$ cat src/design/crmt_pkg.sv
// Shared types, constants and codes for the CIDR range membership table.
package crmt_pkg;

  localparam int TABLE_DEPTH = 64;
  localparam int IDX_W       = $clog2(TABLE_DEPTH);
  localparam int SCAN_W      = IDX_W + 1;
  localparam int COUNT_WIDTH = 16;
  localparam int ADDR_W      = 32;
  localparam int LEN_W       = 6;
  localparam int MODE_W      = 2;
  localparam int STATUS_W    = 2;

  localparam logic [COUNT_WIDTH-1:0] COUNT_MAX = {COUNT_WIDTH{1'b1}};
  localparam logic [LEN_W-1:0]       LEN_FULL  = LEN_W'(ADDR_W);

  localparam logic [MODE_W-1:0] MODE_ADD    = 2'd0;
  localparam logic [MODE_W-1:0] MODE_REMOVE = 2'd1;
  localparam logic [MODE_W-1:0] MODE_QUERY  = 2'd2;

  localparam logic [STATUS_W-1:0] STATUS_OK     = 2'd0;
  localparam logic [STATUS_W-1:0] STATUS_FULL   = 2'd1;
  localparam logic [STATUS_W-1:0] STATUS_ABSENT = 2'd2;
  localparam logic [STATUS_W-1:0] STATUS_SAT    = 2'd3;

  typedef struct packed {
    logic [MODE_W-1:0] mode;
    logic [ADDR_W-1:0] address;
    logic [LEN_W-1:0]  prefix_len;
  } in_item_t;

  typedef struct packed {
    logic                matched;
    logic [STATUS_W-1:0] status;
  } out_item_t;

  typedef struct packed {
    logic [ADDR_W-1:0]      prefix;
    logic [LEN_W-1:0]       length;
    logic [COUNT_WIDTH-1:0] count;
  } entry_t;

  typedef struct packed {
    logic             en;
    logic [IDX_W-1:0] addr;
    entry_t           data;
    logic             used;
  } wr_req_t;

  typedef struct packed {
    logic key_hit;
    logic range_hit;
  } cmp_res_t;

endpackage

$ cat src/design/crmt_store.sv
// Entry memory with registered read port and per-entry used flags.
module crmt_store (
  input  logic                        clk,
  input  logic                        rst_n,
  input  logic [crmt_pkg::IDX_W-1:0]  rd_addr,
  output crmt_pkg::entry_t            rd_data,
  output logic                        rd_used,
  input  crmt_pkg::wr_req_t           wr
);

  crmt_pkg::entry_t                     mem [crmt_pkg::TABLE_DEPTH];
  logic [crmt_pkg::TABLE_DEPTH-1:0]     used_r;
  crmt_pkg::entry_t                     rd_data_r;
  logic                                 rd_used_r;

  always_ff @(posedge clk) begin
    if (wr.en) begin
      mem[wr.addr] <= wr.data;
    end
    rd_data_r <= mem[rd_addr];
  end

  always_ff @(posedge clk) begin
    if (!rst_n) begin
      used_r    <= '0;
      rd_used_r <= 1'b0;
    end else begin
      if (wr.en) begin
        used_r[wr.addr] <= wr.used;
      end
      rd_used_r <= used_r[rd_addr];
    end
  end

  assign rd_data = rd_data_r;
  assign rd_used = rd_used_r;

endmodule

$ cat src/design/crmt_match.sv
// Shared comparator: exact key compare and masked range compare for one entry.
module crmt_match (
  input  crmt_pkg::in_item_t  key,
  input  crmt_pkg::entry_t    entry,
  input  logic                used,
  output crmt_pkg::cmp_res_t  res
);

  logic [crmt_pkg::LEN_W-1:0]  len_sat;
  logic [crmt_pkg::ADDR_W-1:0] mask;

  always_comb begin
    len_sat = (entry.length > crmt_pkg::LEN_FULL) ? crmt_pkg::LEN_FULL : entry.length;
    mask    = ~({crmt_pkg::ADDR_W{1'b1}} >> len_sat);
    res.key_hit   = used && (entry.prefix == key.address) &&
                    (entry.length == key.prefix_len);
    res.range_hit = used && (entry.count != '0) &&
                    (((entry.prefix ^ key.address) & mask) == '0);
  end

endmodule

$ cat src/design/cidr_range_membership_table.sv
// Top level: sequencer that scans the entry table once per command.
//
// Usage: present a command on in_item with start high while busy is low;
// it is taken at that clock edge and busy is high from the next cycle.
// Modes: add range, remove range, query address (prefix_len ignored).
// Every command, unused mode included, gives exactly one result beat on
// out_item, marked by out_valid for a single cycle; the receiver cannot
// stall it, so it must take the beat when it appears.
// Each command walks all 64 entries through one comparator, one entry a
// cycle from the registered read port of the entry memory; the last
// compare is registered, the update is applied in ST_APPLY and the result
// beat is registered from it. A new command may be accepted at the edge
// that ends the result cycle, so a new command is taken only once the last
// one has been through its scan and update.
// A new key goes into the lowest free entry.
// Reset (synchronous, active low) clears every used flag, so the table
// starts empty; entry contents are not cleared and need no clearing pass.
module cidr_range_membership_table (
  input  logic                clk,
  input  logic                rst_n,
  input  logic                start,
  output logic                busy,
  input  crmt_pkg::in_item_t  in_item,
  output logic                out_valid,
  output crmt_pkg::out_item_t out_item
);

  typedef enum logic [2:0] {
    ST_IDLE  = 3'b001,
    ST_SCAN  = 3'b010,
    ST_APPLY = 3'b100
  } state_t;

  state_t                              state_r, state_nxt;
  crmt_pkg::in_item_t                  cmd_r;
  logic [crmt_pkg::SCAN_W-1:0]         scan_idx_r;
  logic                                chk_vld_r;
  logic [crmt_pkg::IDX_W-1:0]          chk_idx_r;
  logic                                hit_r;
  logic [crmt_pkg::IDX_W-1:0]          hit_idx_r;
  logic [crmt_pkg::COUNT_WIDTH-1:0]    hit_cnt_r;
  logic                                free_r;
  logic [crmt_pkg::IDX_W-1:0]          free_idx_r;
  logic                                match_r;
  logic                                out_valid_r;
  crmt_pkg::out_item_t                 out_item_r;

  logic                                accept;
  logic                                issue;
  crmt_pkg::entry_t                    rd_data;
  logic                                rd_used;
  crmt_pkg::cmp_res_t                  cmp;
  crmt_pkg::wr_req_t                   wr;
  crmt_pkg::out_item_t                 res;

  assign accept = start && (state_r == ST_IDLE);
  assign issue  = (state_r == ST_SCAN) &&
                  (scan_idx_r != crmt_pkg::SCAN_W'(crmt_pkg::TABLE_DEPTH));

  crmt_store u_store (
    .clk     (clk),
    .rst_n   (rst_n),
    .rd_addr (scan_idx_r[crmt_pkg::IDX_W-1:0]),
    .rd_data (rd_data),
    .rd_used (rd_used),
    .wr      (wr)
  );

  crmt_match u_match (
    .key   (cmd_r),
    .entry (rd_data),
    .used  (rd_used),
    .res   (cmp)
  );

  always_comb begin
    state_nxt = state_r;
    case (state_r)
      ST_IDLE: begin
        if (start) state_nxt = ST_SCAN;
      end
      ST_SCAN: begin
        if (chk_vld_r && (chk_idx_r == crmt_pkg::IDX_W'(crmt_pkg::TABLE_DEPTH - 1))) begin
          state_nxt = ST_APPLY;
        end
      end
      ST_APPLY: state_nxt = ST_IDLE;
      default:  state_nxt = ST_IDLE;
    endcase
  end

  // update and result, worked out once the scan is complete
  always_comb begin
    wr          = '0;
    wr.data     = '{prefix: cmd_r.address, length: cmd_r.prefix_len,
                    count: hit_cnt_r};
    res         = '{matched: 1'b0, status: crmt_pkg::STATUS_OK};
    case (cmd_r.mode)
      crmt_pkg::MODE_ADD: begin
        if (hit_r) begin
          if (hit_cnt_r == crmt_pkg::COUNT_MAX) begin
            res.status = crmt_pkg::STATUS_SAT;
          end else begin
            wr.en         = 1'b1;
            wr.addr       = hit_idx_r;
            wr.data.count = hit_cnt_r + crmt_pkg::COUNT_WIDTH'(1);
            wr.used       = 1'b1;
          end
        end else if (free_r) begin
          wr.en         = 1'b1;
          wr.addr       = free_idx_r;
          wr.data.count = crmt_pkg::COUNT_WIDTH'(1);
          wr.used       = 1'b1;
        end else begin
          res.status = crmt_pkg::STATUS_FULL;
        end
      end
      crmt_pkg::MODE_REMOVE: begin
        if (!hit_r || (hit_cnt_r == '0)) begin
          res.status = crmt_pkg::STATUS_ABSENT;
        end else begin
          wr.en         = 1'b1;
          wr.addr       = hit_idx_r;
          wr.data.count = hit_cnt_r - crmt_pkg::COUNT_WIDTH'(1);
          wr.used       = (hit_cnt_r != crmt_pkg::COUNT_WIDTH'(1));
        end
      end
      crmt_pkg::MODE_QUERY: res.matched = match_r;
      default: ;
    endcase
    wr.en = wr.en && (state_r == ST_APPLY);
  end

  always_ff @(posedge clk) begin
    if (!rst_n) begin
      state_r     <= ST_IDLE;
      scan_idx_r  <= '0;
      chk_vld_r   <= 1'b0;
      out_valid_r <= 1'b0;
    end else begin
      state_r     <= state_nxt;
      chk_vld_r   <= issue;
      out_valid_r <= (state_r == ST_APPLY);
      if (accept) begin
        scan_idx_r <= '0;
      end else if (issue) begin
        scan_idx_r <= scan_idx_r + crmt_pkg::SCAN_W'(1);
      end
    end
  end

  always_ff @(posedge clk) begin
    chk_idx_r <= scan_idx_r[crmt_pkg::IDX_W-1:0];
    if (accept) begin
      cmd_r   <= in_item;
      hit_r   <= 1'b0;
      free_r  <= 1'b0;
      match_r <= 1'b0;
    end else if (chk_vld_r) begin
      if (cmp.key_hit) begin
        hit_r     <= 1'b1;
        hit_idx_r <= chk_idx_r;
        hit_cnt_r <= rd_data.count;
      end
      if (!rd_used && !free_r) begin
        free_r     <= 1'b1;
        free_idx_r <= chk_idx_r;
      end
      if (cmp.range_hit) begin
        match_r <= 1'b1;
      end
    end
    if (state_r == ST_APPLY) begin
      out_item_r <= res;
    end
  end

  assign busy      = (state_r != ST_IDLE);
  assign out_valid = out_valid_r;
  assign out_item  = out_item_r;

endmodule
$ cat config.mk
export PLATFORM = sky130hd
export DESIGN_NAME = cidr_range_membership_table
export DESIGN_NICKNAME = d
export VERILOG_FILES = /design/src/design/crmt_pkg.sv /design/src/design/crmt_store.sv /design/src/design/crmt_match.sv /design/src/design/cidr_range_membership_table.sv
export SDC_FILE = /design/constraint.sdc
export NUM_CORES = 2
export LEC_CHECK = 0
export ABC_AREA = 1
export BUFFER_PORTS_ARGS = -buffer_cell sky130_fd_sc_hd__buf_2
export CAP_MARGIN = 30
export CORE_UTILIZATION = 35
export CTS_CLUSTER_DIAMETER = 50
export DETAILED_ROUTE_END_ITERATION = 16
export PLACE_DENSITY_LB_ADDON = 0.05
export SYNTH_ARGS = -nofsm -noshare
export SYNTH_HDL_FRONTEND = slang
export SYNTH_SLANG_ARGS = --single-unit
$ cat constraint.sdc
create_clock -name clk -period 6.5 [get_ports clk]
set_input_delay 0 -clock clk [delete_from_list [all_inputs] [get_ports clk]]
set_output_delay 0 -clock clk [all_outputs]
set_load 0.05 [all_outputs]
==> flow_summary.html <==
<table>
<tr><th>Metric</th><th>Value</th></tr>
<tr><th colspan="2">Placed design</th></tr>
<tr><td>Placer Congestion</td><td>0.8141</td></tr>
<tr><td>Count of input and output buffers</td><td>47</td></tr>
<tr><td>Placed Area</td><td>152,200 sq um</td></tr>
<tr><td>Dpl ws</td><td>2.094 ns</td></tr>
<tr><td>Placed wire-length estimate after detailed placement</td><td>294,400 um</td></tr>
<tr><td>DP Cell Count</td><td>15,990</td></tr>
<tr><th colspan="2">STA</th></tr>
<tr><td>Fraction of the cycle the final worst path needs</td><td>0.6760</td></tr>
<tr><td>Total count of max-transition violations in the final report</td><td>0</td></tr>
<tr><td>Final total negative setup slack</td><td>0 ns</td></tr>
<tr><td>Final setup violating endpoints</td><td>0</td></tr>
<tr><td>Highest achievable clock rate</td><td>0.2276 GHz</td></tr>
<tr><td>Worst setup slack after layout</td><td>2.106 ns</td></tr>
<tr><td>Worst rel slew slack</td><td>0.2807</td></tr>
<tr><td>Slew at the pin closest to its max-slew limit</td><td>1.076 ns</td></tr>
<tr><td>Max Clock Skew</td><td>0.07378 ns</td></tr>
<tr><td>Shortest period the worst path allows</td><td>4.394 ns</td></tr>
<tr><td>Hold violation total from the final report</td><td>0</td></tr>
<tr><td>Unrepaired setup endpoints after global routing</td><td>false</td></tr>
<tr><th colspan="2">GRT</th></tr>
<tr><td>Pin count of the biggest net entering global routing</td><td>159</td></tr>
<tr><td>Vias in the first global route</td><td>91,570</td></tr>
<tr><td>First-pass GRT wire length</td><td>750,000 um</td></tr>
<tr><td>Gr usage total</td><td>0.2559</td></tr>
<tr><td>Sum of overflow across all layers after global routing</td><td>0</td></tr>
<tr><td>Number of antenna violations at the first check in global routing</td><td>48</td></tr>
<tr><th colspan="2">CTS</th></tr>
<tr><td>Maximum level of the CTS H-tree</td><td>5</td></tr>
<tr><td>TritonCTS Buffers</td><td>480</td></tr>
<tr><td>Resized Gates After CTS</td><td>0</td></tr>
<tr><td>Later-pin clock latency in the skew report</td><td>1.03 ns</td></tr>
<tr><td>Max Buffers Root-to-Sink</td><td>4</td></tr>
<tr><td>Post-CTS repair timing setup buffer count</td><td>0</td></tr>
<tr><td>CTS sink cnt</td><td>3,667</td></tr>
<tr><td>Root buffer selected by CTS</td><td>clkbuf_16</td></tr>
<tr><td>Clock tree from TritonCTS</td><td>done</td></tr>
<tr><td># hold bufs at CTS</td><td>84</td></tr>
<tr><td>Worst-path clk slew</td><td>0.06 ns</td></tr>
<tr><th colspan="2">Floorplan</th></tr>
<tr><td>Io pins</td><td>48</td></tr>
<tr><td>DIE AREA</td><td>413,100 sq um</td></tr>
<tr><td>Area of the core region</td><td>407,600 sq um</td></tr>
<tr><td>Height of the die</td><td>642.7 um</td></tr>
<tr><td>Row count</td><td>234</td></tr>
<tr><td>Initial core utilization</td><td>0.3526</td></tr>
<tr><td>Die X-Extent</td><td>642.7 um</td></tr>
<tr><th colspan="2">Finish</th></tr>
<tr><td>Commonest cells after routing, fill and taps aside</td><td>edfxtp_1, nor2_1, o21ai_0</td></tr>
<tr><td>Number of fillers in the final layout</td><td>37,830</td></tr>
<tr><td>Post-route standard cell area excluding fillers</td><td>169,200 sq um</td></tr>
<tr><td>Combined area of the multi-input logic cells</td><td>31,860 sq um</td></tr>
<tr><td>Sequential cell area</td><td>108,700 sq um</td></tr>
<tr><td>Nets</td><td>11,180</td></tr>
<tr><td>Most common cell after layout, fill and taps aside</td><td>edfxtp_1</td></tr>
<tr><td>Post-route non-filler standard cell count</td><td>16,990</td></tr>
<tr><td>Area growth from synthesis to layout</td><td>17.75%</td></tr>
<tr><td>Ratio of cells with drive above 1 in the final layout</td><td>0.1136</td></tr>
<tr><th colspan="2">Logic synthesis</th></tr>
<tr><td>Share of synthesized area spent on multiplexers</td><td>0</td></tr>
<tr><td>Adder-cell share of the synthesized area</td><td>0.0005225</td></tr>
<tr><td>Combinational family with the most area after synthesis</td><td>compound AO/OA/AOI/OAI gates</td></tr>
<tr><td>Number of distinct library cell variants in the gate-level netlist after synthesis</td><td>52</td></tr>
<tr><td>Post-Synthesis Cell Area</td><td>143,700 sq um</td></tr>
<tr><td>Compound-gate portion of the synthesized area</td><td>0.1242</td></tr>
<tr><td>Number of enable flip-flop cells after synthesis</td><td>3,527</td></tr>
<tr><td>Mapped Avg Cell Area</td><td>13.13 sq um</td></tr>
<tr><td>Number of warnings issued by yosys</td><td>0</td></tr>
<tr><td>Seq/Total Area, Yosys</td><td>0.7566</td></tr>
<tr><td>Net count after synthesis</td><td>10,990</td></tr>
<tr><td>Dominant synthesized flop cell</td><td>edfxtp_1</td></tr>
<tr><td>Share of async-settable or async-resettable flops after synthesis</td><td>0</td></tr>
<tr><td>Simple-gate area share of the yosys netlist</td><td>0.09093</td></tr>
<tr><td>Cells after synthesis</td><td>10,940</td></tr>
<tr><td>Synthesized-area fraction occupied by xor and xnor cells</td><td>0.002560</td></tr>
<tr><td>Post-synthesis register bit count</td><td>3,667</td></tr>
<tr><th colspan="2">Flow run</th></tr>
<tr><td>Total of max-cap violations</td><td>0</td></tr>
<tr><th colspan="2">Worst setup path</th></tr>
<tr><td>Arrival time of data at the critical path endpoint</td><td>4.98 ns</td></tr>
<tr><td>Worst Setup Path Type</td><td>reg -&gt; reg</td></tr>
<tr><td>Max Fanout on Critical Path</td><td>54</td></tr>
<tr><td>Critical Path Source Type</td><td>flop</td></tr>
<tr><td>Stages on worst setup path</td><td>14</td></tr>
<tr><td>Slowest stage cell on the critical path</td><td>inv_6</td></tr>
<tr><td>Combined buffer and inverter count along the critical path</td><td>5</td></tr>
<tr><td>Delay-heaviest family, CP</td><td>buffers and inverters</td></tr>
<tr><td>Series of cell instances along the critical path</td><td>inv_1, ha_1, nand2_1, nor2_1, nand2_2, nand2_2, inv_2, nand3_1, nand2_2, inv_1, nand3_1, inv_1, nand2_1, inv_6</td></tr>
<tr><td>Required time at the worst-slack endpoint</td><td>7.08 ns</td></tr>
<tr><td>Type of destination of the critical path</td><td>flop</td></tr>
<tr><td>Cell count of the worst reg-to-reg path</td><td>14</td></tr>
<tr><td>Delay of the slowest critical-path stage</td><td>0.68 ns</td></tr>
<tr><th colspan="2">Route</th></tr>
<tr><td>DRC Markers</td><td>0</td></tr>
<tr><td>Final WL</td><td>543,600 um</td></tr>
<tr><td>Detailed-routing iteration count for the pre-antenna-repair pass</td><td>6</td></tr>
<tr><td>Post-DRT Antenna Nets</td><td>0</td></tr>
<tr><td>Routed length per placed instance</td><td>31.99 um</td></tr>
<tr><td>Average via count per standard cell</td><td>5.630</td></tr>
<tr><td>1st-iter DRT viols</td><td>10,770</td></tr>
<tr><td>Routed via count</td><td>95,670</td></tr>
<tr><th colspan="2">Pwr</th></tr>
<tr><td>PD cells</td><td>322.9 nW/um^2</td></tr>
<tr><td>Max VDD drop</td><td>0.0002303 V</td></tr>
<tr><td>Static power due to leakage</td><td>54.72 nW</td></tr>
<tr><th colspan="2">Min path</th></tr>
<tr><td>Min-Delay Path Depth</td><td>3</td></tr>
<tr><td>Worst hold path class</td><td>in -&gt; reg</td></tr>
<tr><th colspan="2">Run status</th></tr>
<tr><td>Status</td><td>complete, no violations</td></tr>
</table>
[power by group]
group          internal, mW  switching (mW)
combinational         0.386            1.45
clock                  15.9            10.7
sequential             26.1          0.0782
[cell usage after synthesis (2+ instances only)]
cell      instances  area, sq um
nand3_4           2        35.03
nand4_1          52        325.3
nand3_2          11        110.1
o21ai_0        1869         9354
o211ai_1        154         1156
clkbuf_1        594         2230
buf_4             2        15.01
clkinv_1          6        22.52
o211a_1           6        60.06
nand3_1         314         1572
nand3b_1          6        45.04
ha_1              6        75.07
inv_2            12        45.04
nor2_2           21        131.4
or2_2             3        18.77
buf_1            43        161.4
o21ai_1          11        55.05
dfxtp_1         140         2803
nand2_1         685         2571
a22o_1           26        227.7
buf_2           117        585.6
o22ai_1         583         3647
nand2_2          14        87.58
o31ai_1           2        15.01
xnor2_1          13        113.9
o21bai_2          6        67.56
o21bai_1          6        45.04
nor3_1           29        145.1
nor4_1            7        43.79
a21oi_1         124        620.6
edfxtp_1       3527       105900
xor2_1           29        254.0
a31oi_1          53        331.6
o221ai_1        247         2163
nor2_4            8        90.09
buf_6            12        135.1
inv_1           113        424.2
nor2_1         2071         7774
nand2_4           3        33.78
nand4_4           3        63.81
o311ai_0          2        17.52
[flip-flops by register name, indices dropped and copies added (netlist names)]
register	cells
u_store.mem	3456
u_store.used_r	64
u_store.rd_data	54
cmd_r	40
hit_cnt_r	16
scan_idx_r	7
chk_idx_r	6
free_idx_r	6
hit_idx_r	6
out_item	3
state_r	3
chk_vld_r	1
free_r	1
hit_r	1
match_r	1
out_valid	1
u_store.rd_used	1
[final timing paths]
kind                      start            endpoint  slack [ns]
max                hit_cnt_r[1]  u_store.mem[17][3]        2.11
min                 in_item[25]           cmd_r[25]        0.23
max reg2reg        hit_cnt_r[1]  u_store.mem[17][3]        2.11
min reg2reg  u_store.used_r[15]  u_store.used_r[15]        0.47
[kinds of logic after synthesis]
| family | Yosys count |
|---|---|
| AO/OA/AOI/OAI | 3098 |
| XOR/XNOR | 42 |
| adder cells (fa/ha/maj) | 6 |
| buffers and inverters | 900 |
| flip-flops | 3667 |
| AND/OR/NAND/NOR | 3230 |
[area by class of cell]
type / instances / area share
Antenna cell: 11 / 0.0001627
Clock buffer: 566 / 0.07429
Clock inverter: 337 / 0.02067
Inverter: 132 / 0.003453
Multi-Input combinational cell: 6376 / 0.1883
Sequential cell: 3667 / 0.6426
Tap cell: 5428 / 0.04014
Timing Repair Buffer: 476 / 0.03038
[routing by layer]
layer | vias up | wire [um] | part of all wire | global-route usage
li1 | 41520 | - | - | -
met1 | 49680 | 240600 | 0.44 | 0.3665
met2 | 3708 | 250700 | 0.46 | 0.4083
met3 | 750 | 36470 | 0.067 | 0.03469
met4 | 8 | 15800 | 0.029 | 0.06979
met5 | - | 54 | 0.000099 | 0
[worst register-to-register path, delay by kind of cell, from the launching register on]
family	cells	cell delay, ns
DFF	1	0.43
buffers and inverters	5	1.67
adders and majority gates	1	0.20
and+or+nand+nor	8	1.55
[through the flow]
| stage | hold WS (ns) | power, mW | util |
|---|---|---|---|
| detailed placement | 0.1783 | 28.50 | 0.3734 |
| global placement | 0.1773 | 28.48 | 0.3724 |
| finish | 0.2330 | 54.63 | 0.4152 |
| global route | 0.2018 | 56.13 | 0.4151 |
| CTS | 0.1331 | 55.11 | 0.4149 |
| floorplan | 0.09887 | 27.57 | - |
(Power assumes the default switching activity.)
